<file path="src/hdl/bdpa_pkg.sv">
`default_nettype none

package bdpa_pkg;

    // Widths fixed by the patch format and the block's fields.
    localparam int SIZE_W = 63;
    localparam int LEN_W  = 31;
    localparam int WORD_W = 64;

    // Decoder phase.
    typedef enum logic [1:0] {
        PH_CTRL  = 2'd0,
        PH_DIFF  = 2'd1,
        PH_EXTRA = 2'd2,
        PH_HALT  = 2'd3
    } phase_t;

    // Result status codes.
    localparam logic [1:0] ST_RUN  = 2'd0;
    localparam logic [1:0] ST_DONE = 2'd1;
    localparam logic [1:0] ST_BAD  = 2'd2;

    // Place of each control word inside a triple.
    localparam logic [1:0] WD_DIFF  = 2'd0;
    localparam logic [1:0] WD_EXTRA = 2'd1;
    localparam logic [1:0] WD_SEEK  = 2'd2;

    typedef struct packed {
        logic              byte_valid;
        logic [7:0]        new_byte;
        logic [WORD_W-1:0] old_position;
        logic [1:0]        status;
    } result_t;

endpackage

`default_nettype wire

</file>
<file path="src/hdl/binary_delta_patch_applier.sv">
// Channel | Signals                                   | Beat taken when
// --------+-------------------------------------------+------------------------
// in      | in_valid, in_ready, patch_byte, old_byte  | in_valid && in_ready
// out     | out_valid, out_ready, byte_valid,         | out_valid && out_ready
//         | new_byte, old_position, status            |
// cfg     | cfg_valid, cfg_ready, cfg_data (new_size) | cfg_valid && cfg_ready
//
// Every input beat yields exactly one result beat; the result is registered
// in the output buffer, in its skid entry when the main entry stalls.
// A beat can be taken every cycle while the skid entry is empty: the decoder
// state updates on acceptance; the result enters a two-entry output buffer.
// When out_ready stays low, one more beat is taken into the skid entry and
// then in_ready drops until the buffer drains.
// rst_n clears all decoder state, new_size and the output buffer at once.
// cfg_ready is always high; new_size is meant to be written while idle.

`default_nettype none

module binary_delta_patch_applier
    import bdpa_pkg::*;
(
    input  wire logic               clk,
    input  wire logic               rst_n,

    input  wire logic               in_valid,
    output logic                    in_ready,
    input  wire logic [7:0]         patch_byte,
    input  wire logic [7:0]         old_byte,

    output logic                    out_valid,
    input  wire logic               out_ready,
    output logic                    byte_valid,
    output logic [7:0]              new_byte,
    output logic signed [WORD_W-1:0] old_position,
    output logic [1:0]              status,

    input  wire logic               cfg_valid,
    output logic                    cfg_ready,
    input  wire logic [SIZE_W-1:0]  cfg_data
);

    logic [SIZE_W-1:0] new_size_reg;
    logic              in_fire;
    result_t           core_res;
    result_t           out_res;

    assign in_fire   = in_valid && in_ready;
    assign cfg_ready = 1'b1;

    // Length of the image to produce. Reset leaves it at zero, so an
    // unconfigured block reports completion on its first beat.
    always_ff @(posedge clk or negedge rst_n)
    begin
        if (!rst_n)
            new_size_reg <= '0;
        else if (cfg_valid && cfg_ready)
            new_size_reg <= cfg_data;
    end

    // Control-word decoding, diff/extra byte generation and the size checks.
    bdpa_core u_core (
        .clk        (clk),
        .rst_n      (rst_n),
        .in_fire    (in_fire),
        .patch_byte (patch_byte),
        .old_byte   (old_byte),
        .new_size   (new_size_reg),
        .res        (core_res)
    );

    // Result register with a skid entry so that input and output stall apart.
    bdpa_out_buf u_out_buf (
        .clk       (clk),
        .rst_n     (rst_n),
        .in_fire   (in_fire),
        .in_res    (core_res),
        .in_ready  (in_ready),
        .out_valid (out_valid),
        .out_ready (out_ready),
        .out_res   (out_res)
    );

    assign byte_valid   = out_res.byte_valid;
    assign new_byte     = out_res.new_byte;
    assign old_position = $signed(out_res.old_position);
    assign status       = out_res.status;

endmodule

`default_nettype wire

</file>
<file path="src/hdl/bdpa_core.sv">
`default_nettype none

module bdpa_core
    import bdpa_pkg::*;
(
    input  wire logic              clk,
    input  wire logic              rst_n,
    input  wire logic              in_fire,
    input  wire logic [7:0]        patch_byte,
    input  wire logic [7:0]        old_byte,
    input  wire logic [SIZE_W-1:0] new_size,
    output result_t                res
);

    phase_t              phase_reg, phase_next;
    logic [2:0]          byte_in_word_reg, byte_in_word_next;
    logic [1:0]          word_in_triple_reg, word_in_triple_next;
    logic [WORD_W-1:0]   acc_reg, acc_next;
    logic [LEN_W-1:0]    diff_rem_reg, diff_rem_next;
    logic [LEN_W-1:0]    extra_rem_reg, extra_rem_next;
    logic [WORD_W-1:0]   seek_reg, seek_next;
    logic [SIZE_W-1:0]   produced_reg, produced_next;
    logic [WORD_W-1:0]   old_reg, old_next;
    logic                bad_reg, bad_next;
    // Running sums for the size check, built one add per word.
    logic [SIZE_W:0]     sum_d_reg, sum_d_next;
    logic [SIZE_W+1:0]   sum_de_reg, sum_de_next;

    logic [WORD_W-1:0]   full_word;
    logic [SIZE_W-1:0]   mag;
    logic                neg;
    logic                word_last;
    logic                len_bad;
    logic [LEN_W-1:0]    len_val;
    logic [WORD_W-1:0]   seek_val;
    logic                done_now;
    logic [SIZE_W-1:0]   prod_inc;
    logic                done_inc;
    logic [LEN_W-1:0]    diff_dec;
    logic [LEN_W-1:0]    extra_dec;
    logic                triple_end;
    logic                triple_fail;

    // Control words arrive least significant byte first, so a right shift
    // leaves the finished word in place after the eighth byte.
    assign full_word   = {patch_byte, acc_reg[WORD_W-1:8]};
    assign mag         = full_word[SIZE_W-1:0];
    assign neg         = full_word[WORD_W-1];
    assign word_last   = (byte_in_word_reg == 3'd7);
    assign len_bad     = (neg && (mag != '0)) || (mag[SIZE_W-1:LEN_W] != '0);
    assign len_val     = mag[LEN_W-1:0];
    assign seek_val    = neg ? (WORD_W'(0) - {1'b0, mag}) : {1'b0, mag};
    assign done_now    = (produced_reg >= new_size);
    assign prod_inc    = produced_reg + SIZE_W'(1);
    assign done_inc    = (prod_inc >= new_size);
    assign diff_dec    = diff_rem_reg - LEN_W'(1);
    assign extra_dec   = extra_rem_reg - LEN_W'(1);
    assign triple_end  = word_last && (word_in_triple_reg != WD_DIFF)
                         && (word_in_triple_reg != WD_EXTRA);
    assign triple_fail = bad_reg
                         || (sum_d_reg > {1'b0, new_size})
                         || (sum_de_reg > {2'b00, new_size});

    // Next phase.
    always_comb
    begin
        phase_next = phase_reg;
        case (phase_reg)
            PH_CTRL:
            begin
                if (done_now)
                begin
                    phase_next = PH_HALT;
                end
                else if (triple_end)
                begin
                    if (triple_fail)
                        phase_next = PH_HALT;
                    else if (diff_rem_reg != '0)
                        phase_next = PH_DIFF;
                    else if (extra_rem_reg != '0)
                        phase_next = PH_EXTRA;
                end
            end
            PH_DIFF:
            begin
                if (diff_dec == '0)
                begin
                    if (extra_rem_reg != '0)
                        phase_next = PH_EXTRA;
                    else if (done_inc)
                        phase_next = PH_HALT;
                    else
                        phase_next = PH_CTRL;
                end
            end
            PH_EXTRA:
            begin
                if (extra_dec == '0)
                    phase_next = done_inc ? PH_HALT : PH_CTRL;
            end
            default:
            begin
                phase_next = PH_HALT;
            end
        endcase
    end

    // Datapath and result.
    always_comb
    begin
        byte_in_word_next   = byte_in_word_reg;
        word_in_triple_next = word_in_triple_reg;
        acc_next            = acc_reg;
        diff_rem_next       = diff_rem_reg;
        extra_rem_next      = extra_rem_reg;
        seek_next           = seek_reg;
        produced_next       = produced_reg;
        old_next            = old_reg;
        bad_next            = bad_reg;
        sum_d_next          = sum_d_reg;
        sum_de_next         = sum_de_reg;
        res.byte_valid      = 1'b0;
        res.new_byte        = 8'd0;
        res.status          = ST_RUN;

        case (phase_reg)
            PH_CTRL:
            begin
                if (done_now)
                begin
                    res.status = ST_DONE;
                end
                else
                begin
                    acc_next          = full_word;
                    byte_in_word_next = byte_in_word_reg + 3'd1;
                    if (word_last)
                    begin
                        case (word_in_triple_reg)
                            WD_DIFF:
                            begin
                                diff_rem_next       = len_val;
                                sum_d_next          = {1'b0, produced_reg}
                                                      + (SIZE_W+1)'(len_val);
                                bad_next            = bad_reg | len_bad;
                                word_in_triple_next = WD_EXTRA;
                            end
                            WD_EXTRA:
                            begin
                                extra_rem_next      = len_val;
                                sum_de_next         = {1'b0, sum_d_reg}
                                                      + (SIZE_W+2)'(len_val);
                                bad_next            = bad_reg | len_bad;
                                word_in_triple_next = WD_SEEK;
                            end
                            default:
                            begin
                                word_in_triple_next = WD_DIFF;
                                bad_next            = 1'b0;
                                seek_next           = seek_val;
                                if (triple_fail)
                                begin
                                    res.status = ST_BAD;
                                end
                                else if ((diff_rem_reg == '0) && (extra_rem_reg == '0))
                                begin
                                    // Both lengths empty: the seek lands at once.
                                    old_next  = old_reg + seek_val;
                                    seek_next = '0;
                                end
                            end
                        endcase
                    end
                end
            end
            PH_DIFF:
            begin
                res.byte_valid = 1'b1;
                res.new_byte   = patch_byte + old_byte;
                produced_next  = prod_inc;
                diff_rem_next  = diff_dec;
                old_next       = old_reg + WORD_W'(1);
                if ((diff_dec == '0) && (extra_rem_reg == '0))
                begin
                    old_next   = old_reg + seek_reg + WORD_W'(1);
                    seek_next  = '0;
                    res.status = done_inc ? ST_DONE : ST_RUN;
                end
            end
            PH_EXTRA:
            begin
                res.byte_valid = 1'b1;
                res.new_byte   = patch_byte;
                produced_next  = prod_inc;
                extra_rem_next = extra_dec;
                if (extra_dec == '0)
                begin
                    old_next   = old_reg + seek_reg;
                    seek_next  = '0;
                    res.status = done_inc ? ST_DONE : ST_RUN;
                end
            end
            default:
            begin
                res.status = done_now ? ST_DONE : ST_BAD;
            end
        endcase

        res.old_position = old_next;
    end

    always_ff @(posedge clk or negedge rst_n)
    begin
        if (!rst_n)
        begin
            phase_reg          <= PH_CTRL;
            byte_in_word_reg   <= '0;
            word_in_triple_reg <= WD_DIFF;
            acc_reg            <= '0;
            diff_rem_reg       <= '0;
            extra_rem_reg      <= '0;
            seek_reg           <= '0;
            produced_reg       <= '0;
            old_reg            <= '0;
            bad_reg            <= 1'b0;
            sum_d_reg          <= '0;
            sum_de_reg         <= '0;
        end
        else if (in_fire)
        begin
            phase_reg          <= phase_next;
            byte_in_word_reg   <= byte_in_word_next;
            word_in_triple_reg <= word_in_triple_next;
            acc_reg            <= acc_next;
            diff_rem_reg       <= diff_rem_next;
            extra_rem_reg      <= extra_rem_next;
            seek_reg           <= seek_next;
            produced_reg       <= produced_next;
            old_reg            <= old_next;
            bad_reg            <= bad_next;
            sum_d_reg          <= sum_d_next;
            sum_de_reg         <= sum_de_next;
        end
    end

    // Once halted, only reset leaves the halt phase.
    a_halt_sticks: assert property (@(posedge clk) disable iff (!rst_n)
        (phase_reg == PH_HALT) |=> (phase_reg == PH_HALT))
        else $error("bdpa_core: left halt phase");

    // Image bytes come only from the diff and extra phases.
    a_byte_phase: assert property (@(posedge clk) disable iff (!rst_n)
        res.byte_valid |-> ((phase_reg == PH_DIFF) || (phase_reg == PH_EXTRA)))
        else $error("bdpa_core: image byte outside a data phase");

    // Decoding control words never moves the produced count.
    a_ctrl_count: assert property (@(posedge clk) disable iff (!rst_n)
        (in_fire && (phase_reg == PH_CTRL)) |=> $stable(produced_reg))
        else $error("bdpa_core: produced count moved on a control byte");

endmodule

`default_nettype wire

</file>
<file path="src/hdl/bdpa_out_buf.sv">
`default_nettype none

module bdpa_out_buf
    import bdpa_pkg::*;
(
    input  wire logic    clk,
    input  wire logic    rst_n,
    input  wire logic    in_fire,
    input  wire result_t in_res,
    output logic         in_ready,
    output logic         out_valid,
    input  wire logic    out_ready,
    output result_t      out_res
);

    logic    main_v_reg, main_v_next;
    logic    skid_v_reg, skid_v_next;
    result_t main_reg, main_next;
    result_t skid_reg, skid_next;
    logic    main_free;

    // The skid entry catches the beat taken in the cycle the result stalls.
    assign main_free = out_ready || !main_v_reg;
    assign in_ready  = !skid_v_reg;
    assign out_valid = main_v_reg;
    assign out_res   = main_reg;

    always_comb
    begin
        main_v_next = main_v_reg;
        skid_v_next = skid_v_reg;
        main_next   = main_reg;
        skid_next   = skid_reg;
        if (main_free)
        begin
            if (skid_v_reg)
            begin
                main_next   = skid_reg;
                main_v_next = 1'b1;
                skid_v_next = 1'b0;
            end
            else
            begin
                main_next   = in_res;
                main_v_next = in_fire;
            end
        end
        else if (in_fire)
        begin
            skid_next   = in_res;
            skid_v_next = 1'b1;
        end
    end

    always_ff @(posedge clk or negedge rst_n)
    begin
        if (!rst_n)
        begin
            main_v_reg <= 1'b0;
            skid_v_reg <= 1'b0;
        end
        else
        begin
            main_v_reg <= main_v_next;
            skid_v_reg <= skid_v_next;
        end
    end

    always_ff @(posedge clk)
    begin
        main_reg <= main_next;
        skid_reg <= skid_next;
    end

    // The skid entry is only ever filled behind a held main entry.
    a_skid_behind_main: assert property (@(posedge clk) disable iff (!rst_n)
        skid_v_reg |-> main_v_reg)
        else $error("bdpa_out_buf: skid entry without main entry");

    // A stalled result keeps its place and its value.
    a_main_hold: assert property (@(posedge clk) disable iff (!rst_n)
        (main_v_reg && !out_ready) |=> (main_v_reg && $stable(main_reg)))
        else $error("bdpa_out_buf: stalled result changed");

    // A beat taken while the main entry stalls must land in the skid entry.
    a_skid_fill: assert property (@(posedge clk) disable iff (!rst_n)
        (in_fire && main_v_reg && !out_ready) |=> skid_v_reg)
        else $error("bdpa_out_buf: beat lost under stall");

endmodule

`default_nettype wire
</file>
<file path="config.mk">
export PLATFORM = sky130hd
export DESIGN_NAME = binary_delta_patch_applier
export DESIGN_NICKNAME = d
export VERILOG_FILES = /design/src/hdl/bdpa_pkg.sv /design/src/hdl/binary_delta_patch_applier.sv /design/src/hdl/bdpa_core.sv /design/src/hdl/bdpa_out_buf.sv
export SDC_FILE = /design/constraint.sdc
export NUM_CORES = 2
export LEC_CHECK = 0
export ABC_CLOCK_PERIOD_IN_PS = 8650
export BUFFER_PORTS_ARGS = -buffer_cell sky130_fd_sc_hd__buf_2
export CORE_ASPECT_RATIO = 0.5
export CORE_MARGIN = 3
export CORE_UTILIZATION = 45
export CTS_CLUSTER_DIAMETER = 50
export DETAILED_ROUTE_END_ITERATION = 8
export HOLD_SLACK_MARGIN = 0.02
export SLEW_MARGIN = 20
export SYNTH_ARGS = -nofsm -noshare
export SYNTH_HDL_FRONTEND = slang
export SYNTH_SLANG_ARGS = --single-unit
</file>
<file path="constraint.sdc">
create_clock -name clk -period 8.65 [get_ports clk]
set_input_delay 1.2975 -clock clk [delete_from_list [all_inputs] [get_ports clk]]
set_output_delay 1.2975 -clock clk [all_outputs]
set_load 0.05 [all_outputs]
</file>
==> results.md <==
| Item | Value |
|:---|:---|
| Result of the run | complete, no violations |
| Sequential fraction of the synthesis area | 32.7% |
| Slew Limit Fails | 0 |
| Share of async-settable or async-resettable flops after synthesis | 77.3% |
| First drt pass iteration count | 6 |
| Setup Total Neg Slack | 0 ns |
| Crit-path max cell delay | 0.69 ns |
| Net total in the final layout | 6709 |
| Inserted Clock Buffers | 81 |
| Share of the clock period used by the worst path | 90.4% |
| CTS H-Tree Depth | 3 |
| Number of setup buffers added after CTS | 0 |
| Most frequently used flop master after synthesis | sky130_fd_sc_hd__dfrtp_1 |
| Total leakage power | 26.1 nW |
| Count of nets left with antenna violations after detail routing | 0 |
| Largest driver fanout on the critical path | 8 |
| Number of placement rows | 88 |
| Wire length of the first global-routing pass | 304 mm |
| Die extent in y | 248 um |
| Area of the multi-input gates | 33600 um2 |
| Maximum ir drop on the vdd rail | 244 uV |
| Total die area | 122000 um2 |
| Area inside the core boundary | 116000 um2 |
| R2R depth | 23 |
| Post-Syn Instances | 6142 |
| Die X-Extent | 490 um |
| Maximum operating frequency | 0.128 GHz |
| Later-pin clock latency in the skew report | 0.70 ns |
| Dominant cell type by count on the critical path | sky130_fd_sc_hd__a21oi_1 |
| Count leader, synth | sky130_fd_sc_hd__nand2_1 |
| CP Launch Type | register |
| WP data arrival | 8.38 ns |
| Reg-to-reg endpoint | u_out_buf.out_res[53] |
| Combined flip-flop and latch cell area | 17300 um2 |
| Clock Root Buffer | sky130_fd_sc_hd__clkbuf_16 |
| Yosys top cell area share | 24.2% |
| Max-capacitance violation count | 0 |
| Area growth syn-to-layout | 9.94% |
| Ratio of cells with drive above 1 in the final layout | 9.57% |
| Flip-flop and latch count after synthesis | 661 |
| Crit path buf inv count | 0 |
| Number of buffer cells added on primary ports | 160 |
| Gpl congestion | 1.02 |
| Clock tree from TritonCTS | built |
| Total vias in the final route | 49700 |
| Number of violations reported at the end of detailed-routing iteration 0 | 5524 |
| Syn. warnings | 0 |
| Minimum hold slack | 0.479 ns |
| CP required | 9.22 ns |
| Pwr Density | 420 nW/um2 |
| Max Root-Sink Buffers | 3 |
| Count of hold buffers inserted by post-cts repair | 0 |
| Number of global-route vias before repair | 46800 |
| Post-DP HPWL | 155 mm |
| Class of the most critical setup path | register to register |
| Worst setup slack for register-to-register paths | 0.83 ns |
| Reg-to-reg startpoint | u_core.acc_reg[14] |
| Final Hold Violating Endpoints | 0 |
| Most area-hungry cell type in the Yosys netlist | sky130_fd_sc_hd__dfrtp_1 |
| WL/cell | 26.5 um |
| Gr usage total | 32.9% |
| Number of antenna violations at the first check in global routing | 3 |
| Cell Area, Synth | 52800 um2 |
| Most area-consuming cells after synthesis | sky130_fd_sc_hd__dfrtp_1 24%, sky130_fd_sc_hd__ha_1 11%, sky130_fd_sc_hd__edfxtp_1 8.5% |
| Worst-case hold path end point | u_core.byte_in_word_reg[0] |
| GR Overflow Total | 0 |
| Cell-by-cell listing of the critical path | nor4_1 -> nand4_1 -> or3_1 -> or2_2 -> or4_1 -> or4_1 -> o31ai_1 -> xnor2_1 -> ha_1 -> nand2_1 -> nor3_1 -> nand2_1 -> nor2_1 -> nand4_1 -> a2111oi_0 -> o21ai_0 -> o21ai_0 -> a21oi_1 -> xnor2_1 -> a21oi_1 -> and3b_1 -> a21oi_1 -> mux2_2 |
| Slowest cell on the critical path | sky130_fd_sc_hd__a2111oi_0 |
| Setup skew after layout | 0.0288 ns |
| Via density per instance | 6.39 |
| Clock period minus worst slack | 7.82 ns |
| Clock slew at the register clock pins of the worst setup and hold paths | 0.06 ns |
| Number of distinct library cells after synthesis | 96 |
| Crit end category | register |
| Post-synth EDFFs | 150 |
| DRT Wirelength | 206 mm |
| Pin count of the biggest net entering global routing | 156 |
| Number of sinks on the clock net | 661 |
| Filler cell count | 11000 |
| Top-Level Pins | 162 |
| Count of endpoints failing setup in the final report | 0 |
| Total nets after synthesis | 6707 |
| Synth cell count leaders | 645 x sky130_fd_sc_hd__nand2_1, 528 x sky130_fd_sc_hd__o21ai_0, 511 x sky130_fd_sc_hd__dfrtp_1, 478 x sky130_fd_sc_hd__a21oi_1, 476 x sky130_fd_sc_hd__ha_1 |
| Mean instance size in the synthesized netlist | 8.60 um2 |
| Resized Gates After CTS | 0 |
| Transition time at the pin with the least slew margin | 1.14 ns |
| Initial standard-cell utilization of the core | 45.6% |
| RSZ-0062 raised after global routing | no |
| Count of unresolved DRC violations after routing | 0 |
| Worst Min Path Start | u_core.byte_in_word_reg[0] |
| Cell depth of the worst min-delay path | 1 |
| Crit-path leading delay family | simple AND/OR/NAND/NOR gates |
| Hold WC Path Type | register to register |
| Worst max-slew margin expressed relative to the limit | 23.4% |
[per-stage QoR]
step                total power [mW]  cells  setup WS [ns]  util [%]  instance area, um2
floorplan                       15.1   6142           1.67         -               52800
global placement                19.9   7636           1.08      47.6               55200
detailed placement              20.0   7636          0.987      47.7               55200
CTS                             23.8   7784          0.973      50.1               58000
global route                    25.7   7784          0.269      50.1               58000
finish                          24.4   7785          0.832      50.1               58100
[worst max path at each step]
stage	startpoint	to	depth (start not counted)
floorplan	out_ready	u_out_buf.skid_reg[0]	2
global placement	u_core.acc_reg[14]	u_out_buf.out_res[53]	23
detailed placement	u_core.acc_reg[14]	u_out_buf.out_res[58]	21
CTS	u_core.acc_reg[14]	u_out_buf.out_res[53]	23
global route	u_core.acc_reg[14]	u_out_buf.out_res[53]	23
finish	u_core.acc_reg[14]	u_out_buf.out_res[53]	23
[per-layer routing]
| metal | vias up | global-route usage [%] | share of wire (%) | wire, um |
|---|---|---|---|---|
| met1 | 24400 | 46.5 | 45 | 92900 |
| met3 | 374 | 9.58 | 10 | 21600 |
| met2 | 2256 | 48.5 | 41 | 85000 |
| met4 | 10 | 9.60 | 3.1 | 6340 |
| li1 | 22700 | - | - | - |
| met5 | - | 1.78 | 0.17 | 348 |
[where the power goes]
group | switching (mW) | leakage [nW] | internal [mW]
clock | 1.60 | 1.37 | 2.13
combinational | 10.0 | 16.6 | 5.07
sequential | 1.38 | 8.13 | 4.18
total | 13.0 | 26.1 | 11.4
[placed cells by master (no fill, tap or decap), types with 66 or more instances in the layout]
master | netlist | final
sky130_fd_sc_hd__nand3_1 | 173 | 172
sky130_fd_sc_hd__inv_1 | 216 | 214
sky130_fd_sc_hd__nor2_1 | 370 | 364
sky130_fd_sc_hd__buf_4 | 2 | 84
sky130_fd_sc_hd__nor3_1 | 112 | 110
sky130_fd_sc_hd__xnor2_1 | 269 | 269
sky130_fd_sc_hd__edfxtp_1 | 150 | 150
sky130_fd_sc_hd__clkbuf_16 | 0 | 84
sky130_fd_sc_hd__mux2_2 | 125 | 125
sky130_fd_sc_hd__a22o_1 | 66 | 66
sky130_fd_sc_hd__dfrtp_1 | 511 | 511
sky130_fd_sc_hd__nand4_1 | 140 | 140
sky130_fd_sc_hd__ha_1 | 476 | 473
sky130_fd_sc_hd__xor2_1 | 202 | 202
sky130_fd_sc_hd__o21ai_0 | 528 | 528
sky130_fd_sc_hd__a21o_1 | 223 | 223
sky130_fd_sc_hd__a21oi_1 | 478 | 478
sky130_fd_sc_hd__buf_2 | 7 | 158
sky130_fd_sc_hd__nand2_1 | 645 | 644
[area by class of cell]
| class | count | share of cell area (%) |
|---|---|---|
| clock buffer | 92 | 3.71 |
| tap | 1575 | 3.39 |
| antenna | 1 | 0.00431 |
| clock inverter | 56 | 1.20 |
| sequential | 661 | 29.8 |
| inverter | 219 | 1.42 |
| timing repair buffer | 247 | 2.61 |
| multi-input combinational | 4934 | 57.9 |
[kinds of logic (layout without fill, tap and decap cells)]
group / Yosys count / count (layout) / synth area share, %
buffers and inverters: 547 / 614 / 3.95
xor gates and xnor gates: 471 / 471 / 7.81
adders and majority gates: 481 / 481 / 11.5
DFF: 661 / 661 / 32.7
muxes: 183 / 183 / 3.77
AOI/OAI and AO/OA: 1889 / 1889 / 22.6
other: 1 / 2 / 0.00710
and+or+nand+nor: 1909 / 1909 / 17.7
Note: power is estimated with default switching activity, not from simulation.
